===== config.mk =====
export PLATFORM = sky130hd
export DESIGN_NAME = integer_to_radix_text
export DESIGN_NICKNAME = d
export VERILOG_FILES = /design/src/rtl/itrt_pkg.sv /design/src/rtl/itrt_ram.sv /design/src/rtl/itrt_divider.sv /design/src/rtl/itrt_apb.sv /design/src/rtl/integer_to_radix_text.sv
export SDC_FILE = /design/constraint.sdc
export NUM_CORES = 1
export LEC_CHECK = 0
export BUFFER_PORTS_ARGS = -buffer_cell sky130_fd_sc_hd__buf_2
export CAP_MARGIN = 10
export CORE_MARGIN = 5
export CORE_UTILIZATION = 45
export DETAILED_ROUTE_END_ITERATION = 6
export HOLD_SLACK_MARGIN = 0.12
export PLACE_DENSITY_LB_ADDON = 0.05
export SETUP_SLACK_MARGIN = 0.05
export SYNTH_ARGS = -nofsm -noshare
export SYNTH_HDL_FRONTEND = slang
export SYNTH_SLANG_ARGS = --single-unit

===== constraint.sdc =====
create_clock -name clk -period 3.7 [get_ports clk]
set_input_delay 0.185 -clock clk [delete_from_list [all_inputs] [get_ports clk]]
set_output_delay 0.185 -clock clk [all_outputs]
set_load 0.1 [all_outputs]

===== src/rtl/itrt_pkg.sv =====
// Shared types, constants and helper functions for the integer-to-text converter.
// Depends on nothing; used by itrt_divider, itrt_apb and integer_to_radix_text.
`default_nettype none

package itrt_pkg;

    localparam int DEF_MAX_CHARS  = 16;
    localparam int DEF_VALUE_BITS = 32;

    localparam int RADIX_W = 6;
    localparam int CHAR_W  = 7;
    localparam int APB_DW  = 32;

    typedef logic [RADIX_W-1:0] radix_t;
    typedef logic [CHAR_W-1:0]  char_t;

    localparam radix_t RADIX_RESET = 6'd10;
    localparam radix_t RADIX_MIN   = 6'd2;
    localparam radix_t RADIX_MAX   = 6'd36;
    localparam radix_t RADIX_DEC   = 6'd10;
    localparam radix_t RADIX_HEX   = 6'd16;

    localparam char_t CHAR_ZERO  = 7'h30;
    localparam char_t CHAR_X     = 7'h78;
    localparam char_t CHAR_MINUS = 7'h2D;
    localparam char_t CHAR_A     = 7'h41;

    function automatic radix_t eff_radix(input radix_t r);
        radix_t res;
        if (r < RADIX_MIN) begin
            res = RADIX_MIN;
        end else if (r > RADIX_MAX) begin
            res = RADIX_MAX;
        end else begin
            res = r;
        end
        return res;
    endfunction

    function automatic char_t digit_char(input radix_t d);
        char_t res;
        if (d < RADIX_DEC) begin
            res = CHAR_ZERO + char_t'(d);
        end else begin
            res = CHAR_A + char_t'(d - RADIX_DEC);
        end
        return res;
    endfunction

endpackage

`default_nettype wire


===== src/rtl/itrt_ram.sv =====
// Generic single-write, single-read RAM with a registered read port.
// Depends on nothing.
`default_nettype none

module itrt_ram #(
    parameter int WIDTH = 8,
    parameter int DEPTH = 32
) (
    input  logic                     clk,
    input  logic                     we,
    input  logic [$clog2(DEPTH)-1:0] waddr,
    input  logic [WIDTH-1:0]         wdata,
    input  logic [$clog2(DEPTH)-1:0] raddr,
    output logic [WIDTH-1:0]         rdata
);

    logic [WIDTH-1:0] mem [DEPTH];
    logic [WIDTH-1:0] rdata_reg;

    always_ff @(posedge clk)
    begin
        if (we)
        begin
            mem[waddr] <= wdata;
        end
        rdata_reg <= mem[raddr];
    end

    assign rdata = rdata_reg;

endmodule

`default_nettype wire


===== src/rtl/itrt_divider.sv =====
// Bit-serial restoring divider: one quotient bit per cycle by a small radix.
// Depends on itrt_pkg.
`default_nettype none

module itrt_divider #(
    parameter int VALUE_BITS = itrt_pkg::DEF_VALUE_BITS
) (
    input  logic                   clk,
    input  logic                   rst_n,
    input  logic                   start,
    input  logic [VALUE_BITS-1:0]  dividend,
    input  itrt_pkg::radix_t       divisor,
    output logic                   done,
    output logic [VALUE_BITS-1:0]  quotient,
    output itrt_pkg::radix_t       remainder
);

    localparam int CNT_W = $clog2(VALUE_BITS);

    logic                  busy_reg, busy_next;
    logic                  done_reg, done_next;
    logic [CNT_W-1:0]      cnt_reg, cnt_next;
    logic [VALUE_BITS-1:0] quo_reg, quo_next;
    itrt_pkg::radix_t      rem_reg, rem_next;

    logic [itrt_pkg::RADIX_W:0] trial;
    logic                       ge;

    assign trial = {rem_reg, quo_reg[VALUE_BITS-1]};
    assign ge    = trial >= {1'b0, divisor};

    always_comb
    begin
        busy_next = busy_reg;
        done_next = 1'b0;
        cnt_next  = cnt_reg;
        quo_next  = quo_reg;
        rem_next  = rem_reg;
        if (start)
        begin
            busy_next = 1'b1;
            cnt_next  = CNT_W'(VALUE_BITS - 1);
            quo_next  = dividend;
            rem_next  = '0;
        end
        else if (busy_reg)
        begin
            quo_next = {quo_reg[VALUE_BITS-2:0], ge};
            rem_next = ge ? itrt_pkg::RADIX_W'(trial - {1'b0, divisor})
                          : itrt_pkg::RADIX_W'(trial);
            if (cnt_reg == '0)
            begin
                busy_next = 1'b0;
                done_next = 1'b1;
            end
            else
            begin
                cnt_next = cnt_reg - 1'b1;
            end
        end
    end

    always_ff @(posedge clk or negedge rst_n)
    begin
        if (!rst_n)
        begin
            busy_reg <= 1'b0;
            done_reg <= 1'b0;
            cnt_reg  <= '0;
        end
        else
        begin
            busy_reg <= busy_next;
            done_reg <= done_next;
            cnt_reg  <= cnt_next;
        end
    end

    always_ff @(posedge clk)
    begin
        quo_reg <= quo_next;
        rem_reg <= rem_next;
    end

    assign done      = done_reg;
    assign quotient  = quo_reg;
    assign remainder = rem_reg;

    a_start_idle: assert property (@(posedge clk) disable iff (!rst_n)
        start |-> !busy_reg)
        else $error("Divider started while a division was in progress.");

    a_start_busy: assert property (@(posedge clk) disable iff (!rst_n)
        start |=> busy_reg)
        else $error("Divider did not begin after start.");

    a_done_idle: assert property (@(posedge clk) disable iff (!rst_n)
        done_reg |-> !busy_reg)
        else $error("Divider reported completion while still busy.");

    a_rem_range: assert property (@(posedge clk) disable iff (!rst_n)
        done_reg |-> (rem_reg < divisor))
        else $error("Divider remainder is not below the divisor.");

endmodule

`default_nettype wire


===== src/rtl/itrt_apb.sv =====
// APB-style configuration port holding the radix register.
// Depends on itrt_pkg.
`default_nettype none

module itrt_apb (
    input  logic                      clk,
    input  logic                      rst_n,
    input  logic                      psel,
    input  logic                      penable,
    input  logic                      pwrite,
    input  logic [2:0]                paddr,
    input  logic [itrt_pkg::APB_DW-1:0] pwdata,
    output logic [itrt_pkg::APB_DW-1:0] prdata,
    output logic                      pready,
    output itrt_pkg::radix_t          radix
);

    itrt_pkg::radix_t radix_reg, radix_next;
    logic             wr_en;

    assign pready = 1'b1;
    assign wr_en  = psel && penable && pwrite && !paddr[2];

    always_comb
    begin
        radix_next = radix_reg;
        if (wr_en)
        begin
            radix_next = pwdata[itrt_pkg::RADIX_W-1:0];
        end
    end

    always_ff @(posedge clk or negedge rst_n)
    begin
        if (!rst_n)
        begin
            radix_reg <= itrt_pkg::RADIX_RESET;
        end
        else
        begin
            radix_reg <= radix_next;
        end
    end

    assign prdata = paddr[2] ? '0
                             : {{(itrt_pkg::APB_DW - itrt_pkg::RADIX_W){1'b0}}, radix_reg};
    assign radix  = radix_reg;

endmodule

`default_nettype wire


===== src/rtl/integer_to_radix_text.sv =====
// Top level of the integer-to-text converter: sequencer, digit buffer and output register.
// Depends on itrt_pkg, itrt_apb, itrt_divider and itrt_ram.
//
// A transaction is taken when start is high and busy is low; the text then appears one
// character per result_valid pulse, most significant first, with last_char on the final one.
// The receiver cannot stall, so every character is shown for exactly one cycle. A zero value
// gives its single character in the cycle after it is taken and busy stays low. Otherwise each
// digit costs one pass of the shared bit-serial divider, and each emitted character a further
// digit buffer read state (S_RD) before the output state (S_OUT). The radix is sampled when a
// transaction is taken.
`default_nettype none

module integer_to_radix_text #(
    parameter int MAX_CHARS  = itrt_pkg::DEF_MAX_CHARS,
    parameter int VALUE_BITS = itrt_pkg::DEF_VALUE_BITS
) (
    input  logic                          clk,
    input  logic                          rst_n,
    input  logic                          psel,
    input  logic                          penable,
    input  logic                          pwrite,
    input  logic [2:0]                    paddr,
    input  logic [itrt_pkg::APB_DW-1:0]   pwdata,
    output logic [itrt_pkg::APB_DW-1:0]   prdata,
    output logic                          pready,
    input  logic                          start,
    output logic                          busy,
    input  logic signed [VALUE_BITS-1:0]  value,
    output logic                          result_valid,
    output logic [itrt_pkg::CHAR_W-1:0]   character,
    output logic                          last_char,
    output logic                          truncated
);

    localparam int ND_W  = $clog2(VALUE_BITS + 1);
    localparam int AW    = $clog2(VALUE_BITS);
    localparam int LEN_W = $clog2(VALUE_BITS + MAX_CHARS + 4);
    localparam int K_W   = $clog2(MAX_CHARS + 1);

    localparam logic [2:0] S_IDLE  = 3'd0;
    localparam logic [2:0] S_DIVGO = 3'd1;
    localparam logic [2:0] S_DIVWT = 3'd2;
    localparam logic [2:0] S_PREP  = 3'd3;
    localparam logic [2:0] S_RD    = 3'd4;
    localparam logic [2:0] S_OUT   = 3'd5;

    logic [2:0]            state_reg, state_next;
    itrt_pkg::radix_t      base_reg, base_next;
    logic                  neg_reg, neg_next;
    logic                  hex_reg, hex_next;
    logic [VALUE_BITS-1:0] mag_reg, mag_next;
    logic [ND_W-1:0]       nd_reg, nd_next;
    logic [AW-1:0]         dig_reg, dig_next;
    logic [K_W-1:0]        k_reg, k_next;
    logic [K_W-1:0]        count_reg, count_next;
    logic                  cut_reg, cut_next;
    logic [1:0]            pre_reg, pre_next;

    logic                  valid_reg, valid_next;
    itrt_pkg::char_t       char_reg, char_next;
    logic                  last_reg, last_next;
    logic                  trunc_reg, trunc_next;

    itrt_pkg::radix_t      radix;
    itrt_pkg::radix_t      eff;
    logic [VALUE_BITS-1:0] uval;
    logic                  div_start;
    logic                  div_done;
    logic [VALUE_BITS-1:0] div_quo;
    itrt_pkg::radix_t      div_rem;
    logic                  ram_we;
    itrt_pkg::char_t       ram_wdata;
    itrt_pkg::char_t       ram_rdata;
    logic [LEN_W-1:0]      len;
    logic [1:0]            pidx;
    itrt_pkg::char_t       pchar;
    logic                  is_last;

    itrt_apb u_apb (
        .clk     (clk),
        .rst_n   (rst_n),
        .psel    (psel),
        .penable (penable),
        .pwrite  (pwrite),
        .paddr   (paddr),
        .pwdata  (pwdata),
        .prdata  (prdata),
        .pready  (pready),
        .radix   (radix)
    );

    itrt_divider #(
        .VALUE_BITS (VALUE_BITS)
    ) u_div (
        .clk       (clk),
        .rst_n     (rst_n),
        .start     (div_start),
        .dividend  (mag_reg),
        .divisor   (base_reg),
        .done      (div_done),
        .quotient  (div_quo),
        .remainder (div_rem)
    );

    itrt_ram #(
        .WIDTH (itrt_pkg::CHAR_W),
        .DEPTH (VALUE_BITS)
    ) u_digits (
        .clk   (clk),
        .we    (ram_we),
        .waddr (nd_reg[AW-1:0]),
        .wdata (ram_wdata),
        .raddr (dig_reg),
        .rdata (ram_rdata)
    );

    assign eff       = itrt_pkg::eff_radix(radix);
    assign uval      = $unsigned(value);
    assign div_start = (state_reg == S_DIVGO);
    assign ram_we    = (state_reg == S_DIVWT) && div_done;
    assign ram_wdata = itrt_pkg::digit_char(div_rem);
    assign len       = LEN_W'(nd_reg) + LEN_W'({hex_reg, neg_reg});
    assign pidx      = hex_reg ? k_reg[1:0] : k_reg[1:0] + 2'd2;
    assign is_last   = (k_reg + 1'b1) == count_reg;

    always_comb
    begin
        unique case (pidx)
            2'd0:    pchar = itrt_pkg::CHAR_ZERO;
            2'd1:    pchar = itrt_pkg::CHAR_X;
            default: pchar = itrt_pkg::CHAR_MINUS;
        endcase
    end

    always_comb
    begin
        state_next = state_reg;
        base_next  = base_reg;
        neg_next   = neg_reg;
        hex_next   = hex_reg;
        mag_next   = mag_reg;
        nd_next    = nd_reg;
        dig_next   = dig_reg;
        k_next     = k_reg;
        count_next = count_reg;
        cut_next   = cut_reg;
        pre_next   = pre_reg;
        valid_next = 1'b0;
        char_next  = char_reg;
        last_next  = last_reg;
        trunc_next = trunc_reg;
        unique case (state_reg)
            S_IDLE:
            begin
                if (start)
                begin
                    base_next = eff;
                    hex_next  = (eff == itrt_pkg::RADIX_HEX);
                    neg_next  = uval[VALUE_BITS-1];
                    mag_next  = uval[VALUE_BITS-1] ? VALUE_BITS'(~uval + 1'b1) : uval;
                    nd_next   = '0;
                    if (uval == '0)
                    begin
                        valid_next = 1'b1;
                        char_next  = itrt_pkg::CHAR_ZERO;
                        last_next  = 1'b1;
                        trunc_next = 1'b0;
                    end
                    else
                    begin
                        state_next = S_DIVGO;
                    end
                end
            end
            S_DIVGO:
            begin
                state_next = S_DIVWT;
            end
            S_DIVWT:
            begin
                if (div_done)
                begin
                    nd_next  = nd_reg + 1'b1;
                    mag_next = div_quo;
                    if (div_quo == '0)
                    begin
                        state_next = S_PREP;
                    end
                    else
                    begin
                        state_next = S_DIVGO;
                    end
                end
            end
            S_PREP:
            begin
                pre_next   = {hex_reg, 1'b0} + {1'b0, neg_reg};
                cut_next   = len > LEN_W'(MAX_CHARS);
                count_next = (len > LEN_W'(MAX_CHARS)) ? K_W'(MAX_CHARS) : K_W'(len);
                k_next     = '0;
                dig_next   = AW'(nd_reg - 1'b1);
                state_next = S_RD;
            end
            S_RD:
            begin
                state_next = S_OUT;
            end
            S_OUT:
            begin
                valid_next = 1'b1;
                last_next  = is_last;
                trunc_next = cut_reg;
                if (k_reg < K_W'(pre_reg))
                begin
                    char_next = pchar;
                end
                else
                begin
                    char_next = ram_rdata;
                    dig_next  = dig_reg - 1'b1;
                end
                k_next = k_reg + 1'b1;
                if (is_last)
                begin
                    state_next = S_IDLE;
                end
                else
                begin
                    state_next = S_RD;
                end
            end
            default:
            begin
                state_next = S_IDLE;
            end
        endcase
    end

    always_ff @(posedge clk or negedge rst_n)
    begin
        if (!rst_n)
        begin
            state_reg <= S_IDLE;
            valid_reg <= 1'b0;
            base_reg  <= itrt_pkg::RADIX_RESET;
        end
        else
        begin
            state_reg <= state_next;
            valid_reg <= valid_next;
            base_reg  <= base_next;
        end
    end

    always_ff @(posedge clk)
    begin
        neg_reg   <= neg_next;
        hex_reg   <= hex_next;
        mag_reg   <= mag_next;
        nd_reg    <= nd_next;
        dig_reg   <= dig_next;
        k_reg     <= k_next;
        count_reg <= count_next;
        cut_reg   <= cut_next;
        pre_reg   <= pre_next;
        char_reg  <= char_next;
        last_reg  <= last_next;
        trunc_reg <= trunc_next;
    end

    assign busy         = (state_reg != S_IDLE);
    assign result_valid = valid_reg;
    assign character    = char_reg;
    assign last_char    = last_reg;
    assign truncated    = trunc_reg;

endmodule

`default_nettype wire

## After elaboration in Yosys (flattened, before gate mapping)

Memories as Yosys holds them, arrays and structs flattened. A register that Yosys moved wholly into a read port is not among the register bits.
Cells that the tools add are included.

- Flip-flop bits (word level): 128
- Bits in writable memories: 224
- Input port bits: 73
- Word-level logic and storage cells: 126
- Memories kept: 1

- Add/subtract/negate cells: 13
- Magnitude comparators: 6
- Equal/unequal tests: 14
- Muxes and demuxes: 49
- Bitwise gates (word level): 1
- Reductions and logical operators: 21

Memory list:

| memory | depth | width | read ports | clocked after memory_dff | write ports | RTL line | RTL |
|---|---|---|---|---|---|---|---|
| u_digits.mem | 32 | 7 | 1 | 1 | 1 | itrt_ram.sv:17 | `logic [WIDTH-1:0] mem [DEPTH];` |

Operators with widths:

| operator | count |
|---|---|
| 32-bit 2-to-1 mux | 5 |
| 32-bit logical NOT | 2 |
| 32-bit one-hot mux with 2 select lines | 1 |
| 6-bit 2-to-1 mux | 6 |
| 32-bit by 1-bit adder with 32-bit output (second input constant) | 1 |
| 32-bit inverter | 1 |
| 7-bit 2-to-1 mux | 4 |
| 7-bit one-hot mux with 2 select lines | 2 |
| 5-bit 2-to-1 mux | 4 |
| 5-bit one-hot mux with 2 select lines | 2 |
| 3-bit one-hot mux with 6 select lines | 1 |
| 5-bit by 1-bit subtractor with 5-bit output (second input constant) | 3 |
| 1-bit 2-to-1 mux | 14 |
| 3-bit 2-to-1 mux | 4 |
| 6-bit one-hot mux with 2 select lines | 1 |
| 2-bit inequality test (second input constant) | 5 |
| 3-bit AND reduction | 3 |
| 2-bit nonzero test | 4 |
| 6-bit by 6-bit adder with 7-bit output (first input constant) | 1 |
| 7-bit adder (first input constant) | 1 |
| 7-bit by 6-bit greater-or-equal comparator with 1-bit output | 1 |
| 6-bit by 4-bit subtractor with 7-bit output (second input constant) | 1 |
| 6-bit by 1-bit adder with 6-bit output (second input constant) | 1 |
| 6-bit by 2-bit adder with 6-bit output | 1 |
| other kinds (25) | 35 |

## Depth between registers and ports, before layout

Gate-level depths: netlist (run 1).

- Depth after elaboration: 6
- Depth in mapped cells: 9

## Cells and area by module

A second synthesis (run 1) with hierarchy kept.

- Cells, all modules: 1,016
- Area total of the unflattened synthesis: 16,064.2 µm²

Modules (own cells, without submodules):

| module | times used | cells each | area an instance (µm²) | sequential area each (µm²) |
|---|---|---|---|---|
| itrt_ram | 1 | 370 | 8,833.5 | 6,866.6 |
| integer_to_radix_text | 1 | 434 | 4,535.6 | 2,264.7 |
| itrt_divider | 1 | 164 | 2,188.3 | 1,256.2 |
| itrt_apb | 1 | 48 | 506.7 | 152.6 |

## Least setup slack after synthesis (run 1)

No wires, ideal clock.

- Path kind: reg2reg
- From: reg u_div.rem_reg[4], in the netlist u_div.remainder[4]
- To: mem u_digits.mem[0][4] in the netlist's numbering (data pin)
- Arrival: 2.256 ns
- Required time: 3.312 ns
- Setup slack: 1.056 ns
- Stages on the path, launching flop included: 7
- Path buffers: 0
- Clock period less this slack: 2.644 ns
- Cells stage by stage: dfxtp_1 -> inv_1 -> ha_1 -> nand2_1 -> o21ai_0 -> o211ai_1 -> xnor2_1

- Longest elaborated chain between the ends: 3
- Elaborated cells on any way between the ends: 5
- Classes of those cells: 3 x add/sub; 1 x order compare; 1 x mux

RTL lines:

| item | RTL line | RTL |
|---|---|---|
| start: declaration | itrt_divider.sv:24 | `itrt_pkg::radix_t rem_reg, rem_next;` |
| start signal: assignment | itrt_divider.sv:82 | `rem_reg <= rem_next;` |
| 6-bit by 4-bit subtractor with 7-bit output | itrt_pkg.sv:45 | `res = CHAR_A + char_t'(d - RADIX_DEC);` |
| 7-bit adder | itrt_pkg.sv:45 |  |
| 7-bit 2-to-1 mux * | itrt_pkg.sv:42 | `if (d < RADIX_DEC) begin` |
| via ram_wdata[4] | integer_to_radix_text.sv:72 | `itrt_pkg::char_t ram_wdata;` |
| end: declaration | itrt_ram.sv:17 |  |

Mark *: on every way through the listed nets, which the timed path passes. The rest lies on a longest branch.

## Worst setup path after layout (run 1)

- From: in value[26]
- To: reg state_reg[0]

- Longest elaborated chain between the ends: 3

RTL lines:

| item | RTL line | RTL |
|---|---|---|
| start: declaration | integer_to_radix_text.sv:28 | `input logic signed [VALUE_BITS-1:0] value,` |
| 32-bit logical NOT | integer_to_radix_text.sv:162 | `if (uval == '0)` |
| 2-bit inequality test (no source line) | - |  |
| 3-bit AND reduction (no source line) | - |  |
| end signal: assignment | integer_to_radix_text.sv:249 | `state_reg <= state_next;` |
| end: declaration | integer_to_radix_text.sv:47 | `logic [2:0] state_reg, state_next;` |

No other way between the ends.
A chain may end at the register's enable or synchronous reset.

==> results of run 1 <==
-- timing repair --
item,in CTS,in global routing
endpoints found under the setup margin,0,0
endpoints found under the hold margin,60,0
hold buffers,39,0
-- cell families after synthesis --
group,count (synthesis),share of synthesized area (%)
AOI/OAI and AO/OA,113,4.50
xor gates and xnor gates,59,3.23
adders and majority gates,24,1.96
buffers and inverters,105,3.26
DFF,359,65.9
muxes,119,13.3
other,2,0.0470
and+or+nand+nor,255,7.79
-- metal layers --
metal / up-vias / GRT usage (%) / wire length [µm]
met1: 4471 / 25.2 / 15500
met3: 49 / 2.68 / 1310
met4: 0 / 4.28 / 766
li1: 4143 / - / -
met5: - / 0 / 0
met2: 156 / 30.3 / 17300
-- layout by cell type (no fill, tap or decap), drive strengths merged, types with 8 or more instances in the layout --
cell type / n
or3: 14
clkinv: 10
o21ai: 54
o41ai: 14
clkbuf: 55
edfxtp: 323
nor3: 11
conb: 27
dfrtp: 19
mux2: 44
xor2: 42
nor2: 76
nand2: 68
ha: 21
dlygate4sd3: 39
nor4: 15
xnor2: 17
nand3: 21
nor2b: 9
nand3b: 8
buf: 80
inv: 29
a21oi: 17
mux4: 70
dfxtp: 13
-- report_power, final --
part,switching (µW),internal (µW),leakage [µW]
clock,1530,2020,0.000547
combinational,1020,559,0.00231
sequential,221,4840,0.00349
-- through the flow --
| step | hold WS [ns] | std cells |
|---|---|---|
| after CTS | 0.125 | 1632 |
| after detailed placement | 0.252 | 1526 |
| after global routing | 0.145 | 1632 |
| after floorplan | -0.111 | 1061 |
| after global placement | 0.249 | 1526 |
| final | 0.137 | 1632 |
-- final cells by class --
class,count,area [µm²]
well taps,461,577
flip-flops and latches,359,10500
clock buffers,55,1040
inverters,29,109
multi-input cells,597,5070
clock inverters,12,104
repair buffers,119,863
fillers,2975,17000
-- path summary, 6_finish.rpt --
path / startpoint / to / slack, ns / depth (start not counted)
hold reg to reg: base_reg[4] / base_reg[4] / 0.48 / 2
max in group asynchronous: rst_n / base_reg[5] / 3.03 / 2
setup reg to reg: state_reg[2] / state_reg[0] / 0.90 / 6
hold / removal: value[10] / mag_reg[10] / 0.14 / 3
setup / recovery: value[26] / state_reg[0] / 0.60 / 8
min in group asynchronous: rst_n / state_reg[2] / 0.23 / 2
-- cell usage after synthesis (3+ instances only) --
library cell,number
a21o_1,4
a21oi_1,17
a31oi_1,4
and2_1,3
buf_1,8
buf_2,3
buf_4,31
clkbuf_1,33
dfrtp_1,19
dfstp_2,4
dfxtp_1,13
edfxtp_1,323
ha_1,21
inv_1,29
mux2_2,44
mux2i_1,5
mux4_2,70
nand2_1,68
nand2b_1,6
nand3_1,21
nand3b_1,8
nand4_1,5
nor2_1,76
nor2b_1,9
nor3_1,11
nor4_1,15
o21ai_0,52
o31ai_1,6
o41ai_1,11
o41ai_2,3
or2_2,3
or3_1,14
or4_1,4
xnor2_1,17
xor2_1,42
-- tightest hold or removal path: stages --
cell and delay, ns:
buf_2 0.11, xor2_1 0.07, o21ai_0 0.17
==> summary.md, run 1 <==
| Metric | Value |
|---|---|
| Outcome | completed |
| CP dominant cell by count | dlygate4sd3_1 |
| Wire per inst | 21.4 µm |
| Post-DP HPWL | 22400 µm |
| Fmax | around 320 MHz |
| CP peak stage delay | 0.64 ns |
| Critical Path Fanout Max | 4 |
| Remaining antenna violation count | 0 |
| Synth Register Bits | 359 |
| Post-Syn Instances | ~1000 |
| GRT Util Overall | 18.0% |
| Post-synth design cell area | 16000 µm² |
| Final core utilization | between 50% and 60% |
| Syn Area/Cell | 15.4 µm² |
| Critical path class | in -> reg |
| Drt first pass iters | 4 |
| CP Launch Type | input pin |
| Ant diodes | 0 |
| Yosys top cell by area | edfxtp_1 |
| Fin crit share | 83.8% |
| Worst setup EP type | flop |
| Initial antenna violation count | 0 |
| CTS Sinks | 359 |
| Buf+Inv Stages, Crit Path | 4 |
| Residual DRC | 0 |
| Largest net degree at the start of global routing | 57 |
| Final Cell Area | 18300 µm² |
| Worst-case vdd ir drop | approximately 0.30 mV |
| Crit path max-delay family | buffers and inverters |
| Clock root cell | clkbuf_16 |
| IO buf count | 61 |
| Slew Viols, Final | 0 |
| Initial core utilization | 45.3% |
| Fraction of layout cells with a size suffix above 1 | between 20% and 30% |
| Vias in the first global route | 9168 |
| Total Power | just over 10000 µW |
| CP arrival | 3.50 ns |
| CP max-delay cell | dlygate4sd3_1 |
| Asr flop ratio synth | 6.41% |
| Max-cap violations | 0 |
| Vias/cell | 5.40 |
| Die ar. | 39400 µm² |
| Post-Route WL | roughly 35000 µm |
| Power Density | 557 nW/µm² |
| Worst setup margin | 0.598 ns |
| LEAKAGE | between 0.006 and 0.007 µW |
| Final hold vios | 0 |
| Max Buffers Root-to-Sink | 3 |
| RSZ-0062 raised after global routing | false |
| Rows | 69 |
| Clk slew on worst S/H paths | 0.06 ns |
| Post-synth top area share | 60.7% |
| Max reg flops | 224 |
| Iter 0 DRT Violations | slightly below 600 |
| Grt ovf | 0 |
| Die width | 198 µm |
| Number of I/O pins | ~120 |
| Setup violators final | 0 |
| CP Cell Sequence | dlygate4sd3_1 > buf_2 > or4_4 > or4_4 > nor4_1 > dlygate4sd3_1 > a21oi_1 > dlygate4sd3_1 |
| Cell variety after synth | 59 |
| Worst Tran Pin Value | 0.960 ns |
| Sequential fraction of the synthesis area | 65.9% |
| Syn-to-layout area delta | 14.5% |
| Period minus WS final | 3.10 ns |
| Area post-placement | 16800 µm² |
| DIE HEIGHT | roughly 200 µm |
| Post-CTS Setup Bufs | 0 |
| First-pass GRT wire length | 54400 µm |
| TritonCTS clock tree | yes |
| Ys Warns | 0 |
| Area of the core | 35300 µm² |
| Ys flop type | edfxtp_1 |
| Pre-CTS setup slack | 0.923 ns |
| Ranking of synthesized cells by area | edfxtp_1 (61%), mux4_2 (9.9%), mux2_2 (3.1%), dfrtp_1 (3.0%), xor2_1 (2.3%) |
| Total CTS buffers | 39 |
| Post-route setup TNS | 0 ns |
| EDFF count, synth | 323 |
| Relative slew slack | between 30% and 40% |
| Clock Latency Late Sink | between 0.5 and 0.6 ns |
| Cts repair resizes | 0 |
| Fin nets | 1241 |
| H-tree depth reported by CTS | 2 |
| DR vias | 8819 |
| Req. time, crit path | between 4 and 5 ns |
| Placer Congestion | 0.770 |
| Final setup skew | ~0.016 ns |
| Worst Hold Class | in -> reg |
No activity file was read; power rests on OpenSTA's default activity.
==> run 2, diff against run 1 <==
- clock period: 3.7 -> 2.6 ns (I/O delays scaled with it)
==> run 2 against run 1 <==
Net effect:
- clock power up 61%
- core utilization is 1.9 points higher
- hold slack better by 0.034 ns
- final area is 3.7% higher
- highest routed layer unchanged
==> summary.md, run 2 (synthesized netlist as in run 1, its figures left out) <==
| Metric | Value |
|---|---|
| Met1 Use GR | 25.1% |
| CP arrival | 2.82 ns |
| Initial antenna violation count | 0 |
| LEAKAGE | 0.00680 µW |
| Total Power | 15200 µW |
| Final hold vios | 0 |
| Seq pwr share | 47.1% |
| Switching share of total power | 26.1% |
| DIE HEIGHT | 198 µm |
| First-pass GRT wire length | 54400 µm |
| Power Density | roughly 800 nW/µm² |
| Worst setup EP type | flop |
| Max Buffers Root-to-Sink | 3 |
| Initial core utilization | 45.3% |
| Critical path class | in -> reg |
| Relative slew slack | 49.0% |
| Psw | 3970 µW |
| WHS | between 0.15 and 0.2 ns |
| Most frequent cells in the layout | edfxtp_1 (323), nor2_1 (76), mux4_2 (70) |
| CP Cell Sequence | dlygate4sd3_1 > buf_2 > or4_4 > or4_4 > nor4_2 > nand3_1 > dlygate4sd3_1 > nand2_1 |
| Setup violators final | 0 |
| CP Launch Type | input pin |
| CTS Sinks | 359 |
| Post-Route WL | between 30000 and 40000 µm |
| RSZ-0062 raised after global routing | false |
| DR vias | 8902 |
| Drt first pass iters | 5 |
| Combinational share of power | 15.4% |
| Int Pwr | 11300 µW |
| Worst Hold Class | in -> async |
| Clock root cell | clkbuf_16 |
| Fmax | 421 MHz |
| IO buf count | 61 |
| Wire per inst | 20.6 µm |
| Area of the core | 35300 µm² |
| Placer Congestion | 0.794 |
| Rows | 69 |
| Die ar. | ~39000 µm² |
| Vias in the first global route | about 9200 |
| Clk slew on worst S/H paths | ~0.060 ns |
| Max-cap violations | 0 |
| Busiest grt layer | met2 |
| Die width | roughly 200 µm |
| Remaining antenna violation count | 0 |
| M3 GR Usage | under 10% |
| TritonCTS clock tree | yes |
| H-tree depth reported by CTS | 2 |
| Ant diodes | 0 |
| Fin crit share | between 90% and 100% |
| Post-route setup TNS | 0 ns |
| Worst Tran Pin Value | about 0.76 ns |
| Residual DRC | 0 |
| Iter 0 DRT Violations | 501 |
| Critical Path Fanout Max | 4 |
| Fraction of layout cells with a size suffix above 1 | 27.3% |
| Total CTS buffers | 39 |
| Worst-case vdd ir drop | ~0.43 mV |
| Post-DP HPWL | ~23000 µm |
| Clock group share of total power | a little under two fifths |
| Outcome | completed |
| Vias/cell | 5.26 |
| GRT Util Overall | 17.9% |
| Fin nets | 1295 |
| Largest net degree at the start of global routing | 47 |
| Max reg flops | about 220 |
| Syn-to-layout area delta | 18.7% |
| CP peak stage delay | 0.61 ns |
| Period minus WS final | 2.38 ns |
| Slew Viols, Final | 0 |
| Final setup skew | 0.0242 ns |
| Met2 usage | 30.4% |
| Req. time, crit path | between 3 and 4 ns |
| CP max-delay cell | dlygate4sd3_1 |
| Grt ovf | 0 |
| Most common cell after layout, fill and taps aside | edfxtp_1 |
| Number of I/O pins | 117 |
| Clock Latency Late Sink | 0.53 ns |
## run 2: cell types whose count changed in the layout (fill, tap and decap cells not counted), moves of 2 or more
cell / before / now
buf_12: 2 / 6
clkbuf_1: 16 / 6
clkinv_2: 3 / 9
dlygate4sd3_1: 39 / 41
buf_4: 17 / 65
bufinv_16: 1 / 6
clkbuf_8: 0 / 3
## run 2: through the flow
step	setup WS, ns	std cells	area [µm²]	utilization [%]
2_1_floorplan	0.00879	1061	16100	-
6_report	0.224	1691	19000	53.7
3_3_place_gp	0.200	1577	17200	48.7
3_5_place_dp	0.200	1577	17200	48.7
4_1_cts	0.0915	1690	19000	53.7
5_1_grt	0.103	1691	19000	53.7
## run 2: final cells by class
| cell class | instances | area, µm² |
|---|---|---|
| timing repair buffer | 173 | 1320 |
| clock inverter | 23 | 277 |
| multi-input combinational | 597 | 5080 |
| inverter | 29 | 109 |
| sequential | 359 | 10500 |
| tap | 461 | 577 |
| clock buffer | 49 | 1060 |
| fill | 2881 | 16300 |
## run 2: timing repair
action | 4_1_cts | 5_1_grt
gates resized for setup | 0 | 1
setup buffers | 0 | 1
hold endpoints to repair | 62 | 0
setup endpoints to repair | 0 | 1
hold buffers | 41 | 0
## run 2: power groups by stage
| stage | Sequential (µW) | Combinational [µW] | Clock, µW |
|---|---|---|---|
| 5_1_grt | 7210 | 2610 | 6120 |
| 2_1_floorplan | 7140 | 1790 | 0 |
| 3_5_place_dp | 7290 | 2340 | 0 |
| 4_1_cts | 7170 | 2400 | 5860 |
| 6_report | 7170 | 2350 | 5710 |
| 3_3_place_gp | 7290 | 2310 | 0 |
## run 2: metal layers
| layer | vias to the layer above | routed length (µm) |
|---|---|---|
| met5 | - | 0 |
| met4 | 0 | 533 |
| met3 | 39 | 1070 |
| met2 | 134 | 17500 |
| met1 | 4475 | 15700 |
| li1 | 4254 | - |
## run 2: critical path, delay by kind of cell
kind | cells | cell delay (ns)
buffers and inverters | 3 | 1.27
and+or+nand+nor | 5 | 1.41
## run 2: final timing paths
kind	start	depth (start not counted)	endpoint	slack, ns
min reg2reg	base_reg[4]	2	base_reg[4]	0.48
min in group clk	pwrite	3	u_apb.radix[0]	0.22
max	value[26]	8	result_valid	0.22
max reg2reg	dig_reg[0]	4	u_digits.rdata[6]	0.32
max in group asynchronous	rst_n	2	base_reg[5]	2.00
min	rst_n	2	state_reg[2]	0.17
